--- src/sv/ilp_ram.sv ---
// ----------------------------------------------------------------------------
// ilp_ram
// Single write port, single registered read port memory.
// ----------------------------------------------------------------------------
`default_nettype none
module ilp_ram #(
   parameter int WIDTH = 8,
   parameter int DEPTH = 32
) (
   input  wire logic                     clock,
   input  wire logic                     wr_en,
   input  wire logic [$clog2(DEPTH)-1:0] wr_addr,
   input  wire logic [WIDTH-1:0]         wr_data,
   input  wire logic [$clog2(DEPTH)-1:0] rd_addr,
   output logic      [WIDTH-1:0]         rd_data
);
   logic [WIDTH-1:0] mem [DEPTH];
   always_ff @(posedge clock) begin
      if (wr_en) mem[wr_addr] <= wr_data;
      rd_data <= mem[rd_addr];
   end
endmodule
`default_nettype wire

--- config.mk ---
export PLATFORM = sky130hd
export DESIGN_NAME = ilp_ram
export DESIGN_NICKNAME = d
export VERILOG_FILES = /design/src/sv/ilp_ram.sv
export SDC_FILE = /design/constraint.sdc
export NUM_CORES = 1
export LEC_CHECK = 0
export BUFFER_PORTS_ARGS = -buffer_cell sky130_fd_sc_hd__buf_2
export CAP_MARGIN = 25
export CORE_MARGIN = 10
export CORE_UTILIZATION = 60
export CTS_BUF_LIST = sky130_fd_sc_hd__clkbuf_4 sky130_fd_sc_hd__clkbuf_8
export DETAILED_ROUTE_END_ITERATION = 12
export PLACE_DENSITY = 0.87
export REMOVE_ABC_BUFFERS = 1
export SLEW_MARGIN = 20
export SYNTH_ARGS = -nofsm -noshare
export SYNTH_HDL_FRONTEND = slang
export SYNTH_SLANG_ARGS = --single-unit
--- constraint.sdc ---
create_clock -name clock -period 6.8 [get_ports clock]
set_clock_uncertainty 0.1 [all_clocks]
set_input_delay 1.36 -clock clock [delete_from_list [all_inputs] [get_ports clock]]
set_output_delay 1.36 -clock clock [all_outputs]
set_load 0.02 [all_outputs]
# ---- After elaboration in Yosys (flattened, before gate mapping)
# Memories as Yosys holds them, arrays and structs flattened. A register that Yosys moved wholly into a read port is not among the register bits.
# Cells that the tools add are included.
dict set report op_classes {
  add_sub_neg 0
  n_mul 0
  n_div 0
  magnitude_cmp 0
  n_eq_ne 0
  n_shift 0
  muxes 2
  n_bitwise 0
  n_reduce_logical 0
}
# cell n
set ops {}
lappend ops {{2-to-1 mux 1 bit} 2}
dict set report totals {
  regBits 0
  latchBits 0
  ram_bits 256
  rom_bits 0
  input_bits 20
  out_inout_bits 8
  elab_cells 3
  memories 1
}
# name depth width read_ports rd_ports_with_merged_regs wr line
set memory_table {}
lappend memory_table {mem 32 8 1 1 1 17} ;# logic [WIDTH-1:0] mem [DEPTH];

# ---- Logic depth before layout (Yosys ltp)
dict set report logic_depth {
  ltp_word 2
  depth_mapped 5
  depth_no_buf 3
}

# ---- Worst setup path before layout
# Ideal clock, no wire load.
dict set report synth_path {
  path_type {input-to-reg}
  from {input port rd_addr[2]}
  to {register rd_data[0] (read register of mem)}
  setup_time_ps 121
  t_arrival_ps 3042
  required_time_ps 6579
  setup_slack_ps 3538
  path_stages 5
  n_path_buf 2
  cell_sequence {clkbuf_1 clkbuf_1 mux4_2 mux4_2 mux2_2}
}
# element line
set synth_rtl {}
lappend synth_rtl {{start: declaration} 14} ;# input wire logic [$clog2(DEPTH)-1:0] rd_addr,
lappend synth_rtl {{end: declaration} 15} ;# output logic [WIDTH-1:0] rd_data

==> run_summary.xml <==
<?xml version="1.0" encoding="UTF-8"?>
<metrics>
  <group name="cts">
    <metric name="cts_setup_buffers" unit="">0</metric>
    <metric name="clock_sink_count" unit="">264</metric>
    <metric name="htree_levels" unit="">2</metric>
    <metric name="cts.repair.resized" unit="">0</metric>
    <metric name="cts_tree" unit="">built</metric>
    <metric name="clk_root_buffer_cell" unit="">sky130_fd_sc_hd__clkbuf_8</metric>
    <metric name="clock_latency" unit="ns">0.50</metric>
    <metric name="holdBufCountCts" unit="">0</metric>
    <metric name="ctsLongestPathBuffers" unit="">3</metric>
    <metric name="cts.reportedPaths.clkPinSlew" unit="ns">0.06</metric>
    <metric name="cts-buffers-inserted" unit="">39</metric>
  </group>
  <group name="setup_path">
    <metric name="cp.arrival" unit="ns">3.97</metric>
    <metric name="worstPathRequired" unit="ns">7.08</metric>
    <metric name="worstSetupStartpointType" unit="">input port</metric>
    <metric name="cp_max_fo" unit="">41</metric>
    <metric name="crit_type" unit="">input port to register</metric>
    <metric name="worstSetupEndpointType" unit="">register</metric>
  </group>
  <group name="synth">
    <metric name="syn-instance-count" unit="">417</metric>
    <metric name="post_synthesis_cell_type_count" unit="">15</metric>
    <metric name="synth.yosys.seq_area_share" unit="%">78.1</metric>
    <metric name="yosysWarningCount" unit="">0</metric>
    <metric name="post-synth-top-area-fraction" unit="%">76.5</metric>
    <metric name="cell_type_with_the_largest_total_area_after_synthesis" unit="">sky130_fd_sc_hd__edfxtp_1</metric>
    <metric name="synth_area_per_cell" unit="µm²">24.1</metric>
    <metric name="synth.area.top_cells" unit="">sky130_fd_sc_hd__edfxtp_1 (76%), sky130_fd_sc_hd__mux4_2 (18%), sky130_fd_sc_hd__dfxtp_1 (1.6%)</metric>
    <metric name="syn-cell-area" unit="mm²">0.0101</metric>
    <metric name="flops_latches_synth" unit="">264</metric>
  </group>
  <group name="global_routing">
    <metric name="first_global_vias" unit="">4691</metric>
    <metric name="grt_antenna_before_repair" unit="">0</metric>
    <metric name="overflow" unit="">0</metric>
    <metric name="grt_util_all_layers" unit="%">17.9</metric>
    <metric name="global_route_wire_length_before_repair" unit="µm">29700</metric>
    <metric name="grt_max_degree" unit="">42</metric>
  </group>
  <group name="placement">
    <metric name="placed_cells_incl_taps" unit="">646</metric>
    <metric name="gp_congestion" unit="">0.778</metric>
    <metric name="post_dp_cell_area" unit="mm²">0.0104</metric>
    <metric name="post-dp-hpwl" unit="µm">12400</metric>
    <metric name="detailedPlace.worstSlack" unit="ns">2.54</metric>
    <metric name="io_buffer_count" unit="">27</metric>
  </group>
  <group name="sta">
    <metric name="sum_neg_setup_slack" unit="ns">0</metric>
    <metric name="achievable-frequency" unit="GHz">0.270</metric>
    <metric name="finalCriticalPeriod" unit="ns">3.70</metric>
    <metric name="rsz_0062_raised_after_global_routing" unit="">no</metric>
    <metric name="timing_max_transition_violations_final" unit="">0</metric>
    <metric name="max_slew.worst_pin.slew" unit="ns">1.06</metric>
    <metric name="setup_violations" unit="">0</metric>
    <metric name="final_critical_path_setup_slack" unit="ns">3.10</metric>
    <metric name="report.final.hold_viol_count" unit="">0</metric>
    <metric name="whs" unit="ns">0.821</metric>
    <metric name="timing.slew.headroom" unit="%">29.2</metric>
    <metric name="final_min_period_over_clock_period" unit="%">54.4</metric>
  </group>
  <group name="detailed_routing">
    <metric name="detail_route.wl_per_cell" unit="µm">27.3</metric>
    <metric name="wl" unit="µm">19600</metric>
    <metric name="route.detailed.vias_per_inst" unit="">6.38</metric>
    <metric name="via_count" unit="">4584</metric>
    <metric name="total_iterations_of_the_first_detailed_routing_run" unit="">4</metric>
    <metric name="dr_iter_0_viols" unit="">611</metric>
    <metric name="post-route-drc-count" unit="">0</metric>
    <metric name="post_route_ant_nets" unit="">0</metric>
  </group>
  <group name="finish">
    <metric name="final_common_cell" unit="">sky130_fd_sc_hd__edfxtp_1</metric>
    <metric name="number_of_nets_in_the_layout" unit="">488</metric>
    <metric name="syn_to_final_growth" unit="%">11.2</metric>
    <metric name="antenna_cells" unit="">0</metric>
    <metric name="layoutNonFillerInstCount" unit="">718</metric>
    <metric name="post_route_standard_cell_area_excluding_fillers" unit="mm²">0.0112</metric>
    <metric name="drive_gt1_share" unit="%">36.9</metric>
    <metric name="postLayoutCoreUtil" unit="%">67.6</metric>
    <metric name="layout.cells.most_common_list" unit="">sky130_fd_sc_hd__edfxtp_1 (256), sky130_fd_sc_hd__mux4_2 (80), sky130_fd_sc_hd__clkbuf_8 (44)</metric>
  </group>
  <group name="outcome">
    <metric name="run_status" unit="">complete, no violations</metric>
  </group>
  <group name="power">
    <metric name="power_per_cell_area" unit="mW/mm²">289</metric>
    <metric name="fin_total_pwr" unit="mW">3.24</metric>
    <metric name="static-leakage-power" unit="nW">3.51</metric>
    <metric name="ir_worst_vdd" unit="mV">0.143</metric>
  </group>
  <group name="die">
    <metric name="initial_utilization" unit="%">60.8</metric>
    <metric name="top_level_ports" unit="">28</metric>
    <metric name="die_w" unit="µm">149</metric>
    <metric name="fp.dieArea" unit="mm²">0.0223</metric>
    <metric name="fp.dieH" unit="µm">149</metric>
    <metric name="std_cell_rows" unit="">47</metric>
    <metric name="core_region_area" unit="mm²">0.0165</metric>
  </group>
  <group name="min_path">
    <metric name="min_path_type" unit="">register to register</metric>
  </group>
  <group name="run">
    <metric name="cap_violations" unit="">0</metric>
  </group>
</metrics>
[Yosys cell counts]
cell type and count:
sky130_fd_sc_hd__edfxtp_1 256, sky130_fd_sc_hd__mux4_2 80, sky130_fd_sc_hd__nor2_1 33, sky130_fd_sc_hd__dfxtp_1 8, sky130_fd_sc_hd__mux2_2 8, sky130_fd_sc_hd__buf_1 6
sky130_fd_sc_hd__buf_4 6, sky130_fd_sc_hd__clkbuf_1 6, sky130_fd_sc_hd__nand3b_1 5, sky130_fd_sc_hd__or3b_2 3, sky130_fd_sc_hd__nand3_1 2, sky130_fd_sc_hd__buf_2 1
sky130_fd_sc_hd__buf_6 1, sky130_fd_sc_hd__nand2_1 1, sky130_fd_sc_hd__or3_1 1
[logic make-up after synthesis]
group,count (synthesis),share of synthesized area [%]
DFF,264,78.1
muxes,88,18.8
and+or+nand+nor,45,2.07
buffers and inverters,20,1.06
[layer usage]
metal	track usage, %	wire, µm	vias up
met5	1.59	43	-
met4	6.28	444	2
met3	4.53	1960	27
met2	28.4	9750	283
met1	23.9	7430	2384
li1	-	-	1888
[power breakdown]
group	internal, mW	total, mW	switching (mW)
sequential	1.81	1.82	0.00821
combinational	0.0706	0.167	0.0966
clock	0.711	1.25	0.538
[worst max-delay path, stage by stage]
cell	delay, ns
sky130_fd_sc_hd__buf_4	0.60
sky130_fd_sc_hd__buf_4	0.55
sky130_fd_sc_hd__mux4_2	0.58
sky130_fd_sc_hd__mux4_2	0.55
sky130_fd_sc_hd__mux2_2	0.30
[sequential cells by signal (all words and copies together), names as in the netlist]
| register | count |
|---|---|
| mem | 256 |
| rd_data | 8 |
[final cells by class]
type / instances / area [µm²]
flip-flops and latches: 264 / 7850
clock inverters: 12 / 73.8
fillers: 902 / 5350
repair buffers: 30 / 160
multi-input cells: 133 / 2100
clock buffers: 59 / 718
well taps: 220 / 275
[final timing paths]
check	startpoint	end	slack, ns	cells past startpoint
worst min-delay path	mem[5][2]$_DFFE_PP_	rd_data[2]$_DFF_P_	0.82	3
worst max register to register	mem[24][5]$_DFFE_PP_	rd_data[5]$_DFF_P_	4.86	3
worst max-delay path	rd_addr[0]	rd_data[5]$_DFF_P_	3.10	5
worst min register to register	mem[5][2]$_DFFE_PP_	rd_data[2]$_DFF_P_	0.82	3
(Power assumes the default switching activity.)
